===== src/rtl/core/cst_pkg.sv =====
// Shared types, codes and constants for the coordinate set table.
package cst_pkg;

   localparam int CAPACITY_DEFAULT = 64;
   localparam int COORD_MAX        = 31;

   localparam int OPCODE_W   = 2;
   localparam int COORD_W    = 5;
   localparam int INDEX_W    = 6;
   localparam int STATUS_W   = 2;
   localparam int POSITION_W = 6;
   localparam int COUNT_W    = 7;
   localparam int KEY_W      = 2 * COORD_W;

   // Largest coordinate value a field can carry after saturation.
   localparam logic [COORD_W-1:0] COORD_LIMIT =
      (COORD_MAX > 31) ? 5'd31 : COORD_W'(COORD_MAX);

   localparam logic [OPCODE_W-1:0] OP_INSERT = 2'd0;
   localparam logic [OPCODE_W-1:0] OP_REMOVE = 2'd1;
   localparam logic [OPCODE_W-1:0] OP_LOOKUP = 2'd2;
   localparam logic [OPCODE_W-1:0] OP_READ   = 2'd3;

   localparam logic [STATUS_W-1:0] ST_OK     = 2'd0;
   localparam logic [STATUS_W-1:0] ST_ABSENT = 2'd1;
   localparam logic [STATUS_W-1:0] ST_RANGE  = 2'd2;
   localparam logic [STATUS_W-1:0] ST_FULL   = 2'd3;

   // Read address selection for the table memory.
   localparam logic [1:0] RD_SEL_INDEX    = 2'd0;
   localparam logic [1:0] RD_SEL_PTR      = 2'd1;
   localparam logic [1:0] RD_SEL_PTR_NEXT = 2'd2;
   localparam logic [1:0] RD_SEL_LAST     = 2'd3;

   typedef struct packed {
      logic [OPCODE_W-1:0] opcode;
      logic [COORD_W-1:0]  row;
      logic [COORD_W-1:0]  column;
      logic [INDEX_W-1:0]  index;
   } req_type;

   typedef struct packed {
      logic [STATUS_W-1:0]   status;
      logic                  found;
      logic [POSITION_W-1:0] position;
      logic [COUNT_W-1:0]    count;
      logic [COORD_W-1:0]    row_out;
      logic [COORD_W-1:0]    column_out;
   } rsp_type;

   // Controller to datapath.
   typedef struct packed {
      logic                accept;
      logic [1:0]          rd_sel;
      logic                ptr_inc;
      logic                hit_set;
      logic                append;
      logic                move;
      logic                read_ok;
      logic                set_status;
      logic [STATUS_W-1:0] status_code;
      logic                rsp_load;
   } cmd_type;

   // Datapath to controller.
   typedef struct packed {
      logic [OPCODE_W-1:0] op;
      logic                idx_ok;
      logic                count_zero;
      logic                full;
      logic                match;
      logic                last;
      logic                hit;
      logic                rsp_free;
   } stat_type;

endpackage


===== src/rtl/core/cst_ram.sv =====
// Generic single-write, single-read RAM with registered read data.
module cst_ram #(
   parameter int WIDTH = 10,
   parameter int DEPTH = 64
) (
   input  logic                     clock,
   input  logic                     wr_en,
   input  logic [$clog2(DEPTH)-1:0] wr_addr,
   input  logic [WIDTH-1:0]         wr_data,
   input  logic [$clog2(DEPTH)-1:0] rd_addr,
   output logic [WIDTH-1:0]         rd_data
);

   logic [WIDTH-1:0] mem_ff [DEPTH];
   logic [WIDTH-1:0] rd_data_ff;

   always_ff @(posedge clock) begin
      if (wr_en) begin
         mem_ff[wr_addr] <= wr_data;
      end
      rd_data_ff <= mem_ff[rd_addr];
   end

   assign rd_data = rd_data_ff;

endmodule


===== src/rtl/core/cst_datapath.sv =====
// Datapath: request latch, scan pointer, entry count, table memory, result register.
module cst_datapath #(
   parameter int CAPACITY = cst_pkg::CAPACITY_DEFAULT
) (
   input  logic              clock,
   input  logic              reset,
   input  cst_pkg::req_type  req_data,
   input  cst_pkg::cmd_type  cmd,
   output cst_pkg::stat_type stat,
   output logic              rsp_valid,
   input  logic              rsp_stall,
   output cst_pkg::rsp_type  rsp_data
);
   import cst_pkg::*;

   localparam int AW = $clog2(CAPACITY);
   localparam int CW = $clog2(CAPACITY + 1);
   localparam int XW = (CW > COUNT_W) ? CW : COUNT_W;

   logic [OPCODE_W-1:0] op_ff;
   logic [KEY_W-1:0]    key_ff;
   logic [INDEX_W-1:0]  idx_ff;
   logic [AW-1:0]       ptr_ff,    ptr_in;
   logic [AW-1:0]       pos_ff,    pos_in;
   logic                hit_ff,    hit_in;
   logic [STATUS_W-1:0] status_ff, status_in;
   logic [COORD_W-1:0]  rout_ff,   rout_in;
   logic [COORD_W-1:0]  cout_ff,   cout_in;
   logic [CW-1:0]       count_ff,  count_in;
   logic                rsp_valid_ff, rsp_valid_in;
   rsp_type             rsp_ff,       rsp_in;

   logic [COORD_W-1:0]  row_sat, col_sat;
   logic [XW-1:0]       idx_ext, count_ext, ptr_ext, pos_ext, last_ext;
   logic [AW-1:0]       rd_addr, wr_addr;
   logic [KEY_W-1:0]    rd_data, wr_data;
   logic                wr_en;

   assign row_sat = (req_data.row    > COORD_LIMIT) ? COORD_LIMIT : req_data.row;
   assign col_sat = (req_data.column > COORD_LIMIT) ? COORD_LIMIT : req_data.column;

   assign idx_ext   = XW'(idx_ff);
   assign count_ext = XW'(count_ff);
   assign ptr_ext   = XW'(ptr_ff);
   assign pos_ext   = XW'(pos_ff);
   assign last_ext  = count_ext - XW'(1);

   always_comb begin
      case (cmd.rd_sel)
         RD_SEL_INDEX:    rd_addr = idx_ext[AW-1:0];
         RD_SEL_PTR:      rd_addr = ptr_ff;
         RD_SEL_PTR_NEXT: rd_addr = ptr_ff + AW'(1);
         RD_SEL_LAST:     rd_addr = last_ext[AW-1:0];
         default:         rd_addr = ptr_ff;
      endcase
   end

   // Remove copies the last entry over the hit; insert appends at the count.
   assign wr_en   = cmd.append | cmd.move;
   assign wr_addr = cmd.move ? pos_ff : count_ext[AW-1:0];
   assign wr_data = cmd.move ? rd_data : key_ff;

   cst_ram #(
      .WIDTH (KEY_W),
      .DEPTH (CAPACITY)
   ) u_ram (
      .clock   (clock),
      .wr_en   (wr_en),
      .wr_addr (wr_addr),
      .wr_data (wr_data),
      .rd_addr (rd_addr),
      .rd_data (rd_data)
   );

   always_comb begin
      ptr_in    = ptr_ff;
      pos_in    = pos_ff;
      hit_in    = hit_ff;
      status_in = status_ff;
      rout_in   = rout_ff;
      cout_in   = cout_ff;
      count_in  = count_ff;
      if (cmd.accept) begin
         ptr_in    = '0;
         pos_in    = '0;
         hit_in    = 1'b0;
         status_in = ST_OK;
         rout_in   = '0;
         cout_in   = '0;
      end
      if (cmd.ptr_inc) begin
         ptr_in = ptr_ff + AW'(1);
      end
      if (cmd.hit_set) begin
         hit_in = 1'b1;
         pos_in = ptr_ff;
      end
      if (cmd.set_status) begin
         status_in = cmd.status_code;
      end
      if (cmd.read_ok) begin
         rout_in = rd_data[KEY_W-1:COORD_W];
         cout_in = rd_data[COORD_W-1:0];
      end
      if (cmd.append) begin
         count_in = count_ff + CW'(1);
      end else if (cmd.move) begin
         count_in = count_ff - CW'(1);
      end
   end

   always_comb begin
      rsp_in.status     = status_ff;
      rsp_in.found      = hit_ff;
      rsp_in.position   = pos_ext[POSITION_W-1:0];
      rsp_in.count      = count_ext[COUNT_W-1:0];
      rsp_in.row_out    = rout_ff;
      rsp_in.column_out = cout_ff;
      rsp_valid_in      = cmd.rsp_load | (rsp_valid_ff & rsp_stall);
   end

   always_ff @(posedge clock) begin
      if (reset) begin
         count_ff     <= '0;
         rsp_valid_ff <= 1'b0;
      end else begin
         count_ff     <= count_in;
         rsp_valid_ff <= rsp_valid_in;
      end
   end

   always_ff @(posedge clock) begin
      if (cmd.accept) begin
         op_ff  <= req_data.opcode;
         key_ff <= {row_sat, col_sat};
         idx_ff <= req_data.index;
      end
      if (cmd.rsp_load) begin
         rsp_ff <= rsp_in;
      end
      ptr_ff    <= ptr_in;
      pos_ff    <= pos_in;
      hit_ff    <= hit_in;
      status_ff <= status_in;
      rout_ff   <= rout_in;
      cout_ff   <= cout_in;
   end

   always_comb begin
      stat.op         = op_ff;
      stat.idx_ok     = idx_ext < count_ext;
      stat.count_zero = count_ff == '0;
      stat.full       = count_ff == CW'(CAPACITY);
      stat.match      = rd_data == key_ff;
      stat.last       = (ptr_ext + XW'(1)) == count_ext;
      stat.hit        = hit_ff;
      stat.rsp_free   = ~rsp_valid_ff | ~rsp_stall;
   end

   assign rsp_valid = rsp_valid_ff;
   assign rsp_data  = rsp_ff;

endmodule


===== src/rtl/core/cst_controller.sv =====
// Controller: sequences dispatch, table scan, update and result hand-off.
module cst_controller (
   input  logic              clock,
   input  logic              reset,
   input  logic              req_valid,
   output logic              req_stall,
   input  cst_pkg::stat_type stat,
   output cst_pkg::cmd_type  cmd
);
   import cst_pkg::*;

   localparam logic [2:0] S_IDLE      = 3'd0;
   localparam logic [2:0] S_START     = 3'd1;
   localparam logic [2:0] S_SCAN      = 3'd2;
   localparam logic [2:0] S_POST      = 3'd3;
   localparam logic [2:0] S_MOVE      = 3'd4;
   localparam logic [2:0] S_READ_WAIT = 3'd5;
   localparam logic [2:0] S_DONE      = 3'd6;

   logic [2:0] state_ff, state_in;

   always_comb begin
      cmd       = '0;
      state_in  = state_ff;
      req_stall = state_ff != S_IDLE;
      case (state_ff)
         S_IDLE: begin
            if (req_valid) begin
               cmd.accept = 1'b1;
               state_in   = S_START;
            end
         end
         S_START: begin
            if (stat.op == OP_READ) begin
               if (stat.idx_ok) begin
                  cmd.rd_sel = RD_SEL_INDEX;
                  state_in   = S_READ_WAIT;
               end else begin
                  cmd.set_status  = 1'b1;
                  cmd.status_code = ST_RANGE;
                  state_in        = S_DONE;
               end
            end else if (stat.count_zero) begin
               state_in = S_POST;
            end else begin
               cmd.rd_sel = RD_SEL_PTR;
               state_in   = S_SCAN;
            end
         end
         S_SCAN: begin
            // Compare one entry per cycle while the next read is in flight.
            if (stat.match) begin
               cmd.hit_set = 1'b1;
               state_in    = S_POST;
            end else if (stat.last) begin
               state_in = S_POST;
            end else begin
               cmd.ptr_inc = 1'b1;
               cmd.rd_sel  = RD_SEL_PTR_NEXT;
            end
         end
         S_POST: begin
            state_in = S_DONE;
            case (stat.op)
               OP_INSERT: begin
                  if (!stat.hit) begin
                     if (stat.full) begin
                        cmd.set_status  = 1'b1;
                        cmd.status_code = ST_FULL;
                     end else begin
                        cmd.append = 1'b1;
                     end
                  end
               end
               OP_REMOVE: begin
                  if (stat.hit) begin
                     cmd.rd_sel = RD_SEL_LAST;
                     state_in   = S_MOVE;
                  end else begin
                     cmd.set_status  = 1'b1;
                     cmd.status_code = ST_ABSENT;
                  end
               end
               default: begin
                  state_in = S_DONE;
               end
            endcase
         end
         S_MOVE: begin
            cmd.move = 1'b1;
            state_in = S_DONE;
         end
         S_READ_WAIT: begin
            cmd.read_ok = 1'b1;
            state_in    = S_DONE;
         end
         S_DONE: begin
            if (stat.rsp_free) begin
               cmd.rsp_load = 1'b1;
               state_in     = S_IDLE;
            end
         end
         default: begin
            state_in = S_IDLE;
         end
      endcase
   end

   always_ff @(posedge clock) begin
      if (reset) begin
         state_ff <= S_IDLE;
      end else begin
         state_ff <= state_in;
      end
   end

endmodule


===== src/rtl/core/coordinate_set_table.sv =====
// Top level of the coordinate set table.
//
// Keeps a set of distinct (row, column) pairs in a packed table of CAPACITY
// entries plus a count, and answers insert, remove, lookup and read-at-index
// requests with one response transaction each. Coordinates above COORD_MAX
// saturate before use. Entries live in a single-port-read RAM, so a lookup,
// insert or remove walks the table one entry per cycle, stopping at the
// first hit or the last entry; a successful remove then copies the last
// entry into the hole. A lookup, insert or remove passes through the start,
// scan (skipped on an empty table), post and, for a removal hit, move states;
// a read passes through the start and, when in range, read-wait states; each
// then waits in the done state for the response register. One request is
// in work at a time; the next is accepted once the previous result sits in
// the response register, which holds it under rsp_stall while the next
// request proceeds. No clearing pass is needed after reset: only positions
// below the count are ever read, and those were always written first.
module coordinate_set_table #(
   parameter int CAPACITY = cst_pkg::CAPACITY_DEFAULT
) (
   input  logic             clock,
   input  logic             reset,
   input  logic             req_valid,
   output logic             req_stall,
   input  cst_pkg::req_type req_data,
   output logic             rsp_valid,
   input  logic             rsp_stall,
   output cst_pkg::rsp_type rsp_data
);
   import cst_pkg::*;

   cmd_type  cmd;
   stat_type stat;

   // Sequence each transaction: dispatch, scan, update, hand off.
   cst_controller u_controller (
      .clock     (clock),
      .reset     (reset),
      .req_valid (req_valid),
      .req_stall (req_stall),
      .stat      (stat),
      .cmd       (cmd)
   );

   // Hold the table, count, scan pointer and response register.
   cst_datapath #(
      .CAPACITY (CAPACITY)
   ) u_datapath (
      .clock     (clock),
      .reset     (reset),
      .req_data  (req_data),
      .cmd       (cmd),
      .stat      (stat),
      .rsp_valid (rsp_valid),
      .rsp_stall (rsp_stall),
      .rsp_data  (rsp_data)
   );

endmodule


===== config.mk =====
export PLATFORM = sky130hd
export DESIGN_NAME = coordinate_set_table
export DESIGN_NICKNAME = d
export VERILOG_FILES = /design/src/rtl/core/cst_pkg.sv /design/src/rtl/core/cst_ram.sv /design/src/rtl/core/cst_datapath.sv /design/src/rtl/core/cst_controller.sv /design/src/rtl/core/coordinate_set_table.sv
export SDC_FILE = /design/constraint.sdc
export NUM_CORES = 1
export LEC_CHECK = 0
export ABC_CLOCK_PERIOD_IN_PS = 3300
export BUFFER_PORTS_ARGS = -buffer_cell sky130_fd_sc_hd__buf_2
export CELL_PAD_IN_SITES_DETAIL_PLACEMENT = 0
export CELL_PAD_IN_SITES_GLOBAL_PLACEMENT = 1
export CORE_MARGIN = 10
export CORE_UTILIZATION = 50
export CTS_BUF_LIST = sky130_fd_sc_hd__clkbuf_4
export DETAILED_ROUTE_END_ITERATION = 12
export PLACE_DENSITY = 0.77
export SETUP_SLACK_MARGIN = 0.05
export SLEW_MARGIN = 5
export SYNTH_ARGS = -nofsm -noshare
export SYNTH_HDL_FRONTEND = slang
export SYNTH_SLANG_ARGS = --single-unit

===== constraint.sdc =====
create_clock -name clock -period 3.3 [get_ports clock]
set_input_delay 0.66 -clock clock [delete_from_list [all_inputs] [get_ports clock]]
set_output_delay 0.66 -clock clock [all_outputs]
set_load 0.02 [all_outputs]

Word-level counts from Yosys, hierarchy flattened
Memories as Yosys holds them, arrays and structs flattened. A register that Yosys moved wholly into a read port is not among the register bits.
Cells that the tools add are included.
W data, S select, Z words.
{"block": "word_totals", "ff_bits": 80, "latchBits": 0, "ramBits": 640, "mem_bits_ro": 0, "inputBits": 22, "output_inout_bits": 28, "word_cells": 113, "n_memories": 1}
{"block": "classes", "addsub": 4, "multipliers": 0, "div_mod_pow": 0, "order_cmp": 3, "eq_ne": 17, "shifts": 0, "n_mux": 51, "bitwise": 6, "n_reduce_logical": 12}
{"memory": "u_datapath.u_ram.mem_ff", "words": 64, "width": 10, "rd": 1, "rd_clocked_by_memory_dff": 1, "wr": 1, "line_no": "cst_ram.sv:14", "rtl": "logic [WIDTH-1:0] mem_ff [DEPTH];"}
{"operator": "$mux W3", "n": 12}
{"operator": "$mux W6", "n": 4}
{"operator": "$pmux W6 S4", "n": 1}
{"operator": "$mux W2", "n": 9}
{"operator": "$pmux W3 S6", "n": 1}
{"operator": "$mux W1", "n": 15}
{"operator": "$mux W5", "n": 3}
{"operator": "$mux W7", "n": 2}
{"operator": "$pmux W3 S2", "n": 2}
{"operator": "$eq A10 B10 Y1", "n": 1}
{"operator": "$gt A5 B5 Y1 const B", "n": 2}
{"operator": "$mux W10", "n": 1}
{"operator": "$reduce_bool A2 Y1", "n": 5}
{"operator": "$eq A3 B3 Y1 const B", "n": 3}
{"operator": "$add A6 B1 Y7 const B", "n": 1}
{"operator": "$add A7 B1 Y7 const B", "n": 1}
{"operator": "$eq A7 B7 Y1", "n": 1}
{"operator": "$eq A7 B7 Y1 const B", "n": 1}
{"operator": "$logic_not A7 Y1", "n": 1}
{"operator": "$lt A6 B7 Y1", "n": 1}
{"operator": "$sub A7 B1 Y7 const B", "n": 1}
{"operator": "$add A6 B1 Y6 const B", "n": 1}
{"operator": "$eq A2 B2 Y1 const B", "n": 3}
{"operator": "$eq A3 B2 Y1 const B", "n": 2}
{"operator": "other kinds (13)", "n": 19}

Logic depth before layout (Yosys ltp)
{"block": "logic_depth", "depth_word": 8, "mapped_depth": 18, "depth_no_buf": 12}

Cells and area by module
Synthesis repeated with hierarchy kept, for this count alone.
{"block": "unflattened", "hier_cells": 1460, "area_unflattened_um2": 29116.7}
{"mod": "cst_ram", "instances": 1, "cells_per_inst": 1118, "area_each_um2": 25101.6, "seq_area_each_um2": 19418.6}
{"mod": "cst_datapath", "instances": 1, "cells_per_inst": 289, "area_each_um2": 3618.5, "seq_area_each_um2": 2222.1}
{"mod": "cst_controller", "instances": 1, "cells_per_inst": 53, "area_each_um2": 396.6, "seq_area_each_um2": 60.1}

Worst setup path before layout
No wires, ideal clock.
{"block": "synth_timing", "path_kind": "register to register", "start": "reg u_datapath.count_ff[0] (netlist: u_datapath.count_ext[0])", "end": "reg u_datapath.u_ram.rd_data_ff[0] (netlist: u_datapath.u_ram.rd_data[0]) (read register of u_datapath.u_ram.mem_ff)", "setup_time_ns": 0.092, "arrival_ns": 3.384, "required_ns": 3.208, "slack_ns": -0.176, "path_stages_with_launch": 14, "path_buffers": 2, "synth_period_minus_slack_ns": 3.476, "path_cell_list": "dfxtp_1 clkinv_1 ha_1 nor3b_2 a221oi_2 buf_4 nor2_1 a221o_2 o21ai_2 buf_2 mux2_2 a222oi_1 a2111oi_0 nor4_1"}
{"block": "synth_via", "elab_chain_cells": 6, "word_cells_on_any_way": 13, "cone_classes": "1 x add/sub; 4 x eq/ne; 6 x mux; 2 x reduce/logical"}
{"item": "start: declaration", "line_no": "cst_datapath.sv:29", "rtl": "logic [CW-1:0] count_ff, count_in;"}
{"item": "start signal: assignment", "line_no": "cst_datapath.sv:127", "rtl": "count_ff <= count_in;"}
{"item": "$eq A7 B7 Y1 or $logic_not A7 Y1 (tied branches)", "line_no": "cst_datapath.sv:155, cst_datapath.sv:152"}
{"item": "$mux W3 or $mux W1 (tied branches)", "line_no": "cst_controller.sv:55, cst_controller.sv:43"}
{"item": "$mux W3 or $mux W2 (tied branches)", "line_no": "cst_controller.sv:52, cst_controller.sv:34"}
{"item": "$pmux W2 S3", "line_no": "cst_controller.sv:26", "rtl": "case (state_ff)"}
{"item": "$eq A2 B2 Y1, or another cell as far along", "line_no": "cst_datapath.sv:49", "rtl": "case (cmd.rd_sel)"}
{"item": "$pmux W6 S4 (*)", "line_no": "cst_datapath.sv:49"}
{"item": "end: declaration", "line_no": "cst_ram.sv:15", "rtl": "logic [WIDTH-1:0] rd_data_ff;"}
Mark *: on every way between the ends. The rest lies on a longest branch, timed or not.
A chain may end at the register's enable or synchronous reset.

Worst setup path in the final report
{"block": "layout_timing", "start": "reg u_datapath.ptr_ff[0]", "end": "reg u_datapath.u_ram.rd_data_ff[3] (netlist: u_datapath.u_ram.rd_data[3]) (read register of u_datapath.u_ram.mem_ff)"}
{"block": "layout_via", "elab_chain_cells": 7, "word_cells_on_any_way": 11, "cone_classes": "2 x add/sub; 4 x eq/ne; 4 x mux; 1 x reduce/logical"}
{"item": "start: declaration", "line_no": "cst_datapath.sv:23", "rtl": "logic [AW-1:0] ptr_ff, ptr_in;"}
{"item": "start signal: assignment", "line_no": "cst_datapath.sv:141", "rtl": "ptr_ff <= ptr_in;"}
{"item": "$add A6 B1 Y7", "line_no": "cst_datapath.sv:155", "rtl": "stat.last = (ptr_ext + XW'(1)) == count_ext;"}
{"item": "$eq A7 B7 Y1", "line_no": "cst_datapath.sv:155"}
{"item": "$mux W3", "line_no": "cst_controller.sv:55", "rtl": "end else if (stat.last) begin"}
{"item": "$mux W3", "line_no": "cst_controller.sv:52", "rtl": "if (stat.match) begin"}
{"item": "$pmux W2 S3", "line_no": "cst_controller.sv:26"}
{"item": "$eq A2 B2 Y1, or another cell as far along", "line_no": "cst_datapath.sv:49"}
{"item": "$pmux W6 S4 (*)", "line_no": "cst_datapath.sv:49"}
Marked as above.

==> out/metrics.cfg <==
[status]
status=finished, violations left
violations=setup timing

[placement]
gp_congestion=1.00
hpwl_um=53700
dp_cells=2979
numPortBuffers=49

[power]
p_seq_share_pct=32.1
power.leakage_nw=13.5
swShare_pct=37.9
p_int_mw=23.0
power_switching_mw=14.0
finalPower_mw=37.0
irDropWorstVdd_mv=0.568
clockPowerShare_pct=20.0
power-per-cell-area_nw_per_um2=995
pwr-share-comb_pct=47.8

[synthesis]
synthArstFlopShare_pct=0
yosys.area.top_type_share_pct=71.6
ys_ff_latch=730
synth_edf_count=708
syn_area_um2=29700
synth_top_cells_by_area=edfxtp_1, mux2i_1, nand2_1, mux2_2, nor2_1
synth_most_common_cell=edfxtp_1
synth_area_per_cell_um2=15.2
synth_seq_area_share_pct=73.1
ys_types=72
syn_inst=1951
yosysTopAreaCell=edfxtp_1
ys.flop_type=edfxtp_1
synth_common_cells=edfxtp_1, nand2_1, mux2i_1
ys_warn_count=0
synthesis.nets=1981

[global_routing]
grt_pass1_vias=19800
track_usage_pct=24.2
grt_overflow_total=0
grt_max_degree=65
grt_pass1_wl_um=126000
antenna_found_initial=2

[min_path]
min_from=req_data[2]
hold_class=in2reg

[clock_network]
cts_root_buf=clkbuf_4
clkTransAtPathRegs_ps=70
cts_tree=built
htreeDepth=4
cts_max_path_buffers=3
cts_buffers=182
clock_sinks=730
clkLatencyLatePin_ps=1100

[setup_path]
crit_path_start=u_datapath.ptr_ff[0]$_SDFFCE_PN0P_
arrival_ps=4900
regToRegStartpoint=u_datapath.ptr_ff[0]$_SDFFCE_PN0P_
start_kind=flop
required_ps=4210
cp-end-kind=flop
worst-setup-path-type=reg2reg
path_max_fanout=10

[sta]
fin_hold_ws_ps=315
finClkSkew_ps=90.6
tightest_slew_ps=763
setup_viol=10
fin_crit_sh_pct=121
setup_ws_ps=-689
drv_slew=0
slew-limit-headroom_pct=48.8
hold_viol=0
min_period_ps=3990
fmax_mhz=251
grt_setup_unrepaired=true

[layout]
instances_no_fill=3361
syn2layout_area_growth_pct=25.2
utilization_pct=63.1
nets=2482
drive_gt1_share_pct=33.8

[routing]
avgViaCountPerCell=5.88
vias=19700
wl_per_cell_um=25.5
route.detailed.drc=0
drt_first_pass_iters=6
antenna_left=0
initialDrtViolationCount=2019
finalWirelength_um=85600

[floorplan]
num_rows=89
start_util_pct=50.4
die_w_um=264
io_pins=50
core_area_um2=58900
die_area_um2=69500
die_h_um=264

[job]
cap_viol_max_count=0

[layer usage]
layer  wire length, µm  track usage, %  up-vias
li1                  -               -     8679
met1             33400            30.4     9817
met2             40800            38.4     1032
met3              7560            5.66      221
met4              3840            13.0        0
met5                 0               0        -
[logic make-up after synthesis]
group	after synthesis	share of synthesized area, %
DFF	730	73.1
and+or+nand+nor	544	7.97
AOI/OAI and AO/OA	263	6.86
muxes	241	8.36
buffers and inverters	137	2.48
xor gates and xnor gates	28	0.919
adders and majority gates	8	0.337
[metrics by stage]
| step | area [µm²] | setup WS [ps] | TNS [ps] |
|---|---|---|---|
| after CTS | 36800 | -610 | -5270 |
| after floorplan | 29700 | 52.5 | 0 |
| after detailed placement | 33200 | -1360 | -11510 |
| final | 37200 | -689 | -6300 |
| after global placement | 33200 | -1600 | -12230 |
| after global routing | 37200 | -800 | -7300 |
[cells in the final DEF, fill, tap and decap left out, types with 27 or more instances in the layout]
cell type  count
edfxtp_1     708
a222oi_1      27
mux2_2        52
clkinv_1      34
nor2_1       145
buf_4        303
mux2i_1      163
clkbuf_4     260
nand3_1       27
buf_2         49
buf_12        39
and3_1        31
nand2_1      254
[critical path, stage by stage (launching register included)]
cell and delay, ps:
edfxtp_1 470, ha_4 230, xnor3_1 220, a2bb2oi_2 80, nor4_4 400, nand3_1 140
a221o_2 390, o21ai_4 150, buf_12 130, buf_8 110, buf_12 130, buf_4 110
buf_4 150, buf_6 190, mux2i_1 100, a221o_1 370, a31oi_2 390, nor4_4 90
[sequential cells by signal (all words and copies together), names as in the netlist, 5 cells and up]
| register | count |
|---|---|
| u_datapath.ptr_ff | 6 |
| u_datapath.key_ff | 10 |
| u_datapath.pos_ff | 6 |
| u_datapath.u_ram.mem_ff | 640 |
| u_datapath.rsp_data | 26 |
| u_datapath.rout_ff | 5 |
| u_datapath.count_ext | 7 |
| u_datapath.u_ram.rd_data | 10 |
| u_datapath.idx_ff | 6 |
| u_datapath.cout_ff | 5 |
[power by group through the flow]
stage	Clock, mW	Sequential (mW)	Combinational, mW
after floorplan	0	12.0	7.62
after global routing	8.12	11.9	18.4
after detailed placement	0	12.1	14.5
after global placement	0	12.0	14.3
after CTS	7.56	11.9	16.7
final	7.42	11.9	17.7
[repair_timing]
item | 4_1_cts | 5_1_grt
pin swaps | 28 | 30
resized for setup | 121 | 52
cloned | 7 | 3
hold buffers | 22 | 0
endpoints found under the hold margin | 38 | 0
endpoints found under the setup margin | 10 | 10
buffers inserted | 24 | 8
[worst paths after layout]
kind	to	slack, ps	depth (start not counted)
hold / removal	u_datapath.idx_ff[2]$_DFFE_PP_	320	2
setup reg to reg	u_datapath.u_ram.rd_data[3]$_DFF_P_	-690	17
setup / recovery	u_datapath.u_ram.rd_data[3]$_DFF_P_	-690	17
hold reg to reg	u_datapath.rsp_data[25]$_DFFE_PP_	410	0
[layout make-up]
cell class,count,area [µm²]
antenna,6,15.0
fill,4276,21700
tap,773,967
multi-input combinational,1084,8120
inverter,16,61.3
clock buffer,260,1950
timing repair buffer,438,4060
clock inverter,54,319
sequential,730,21700
(Power assumes the default switching activity.)
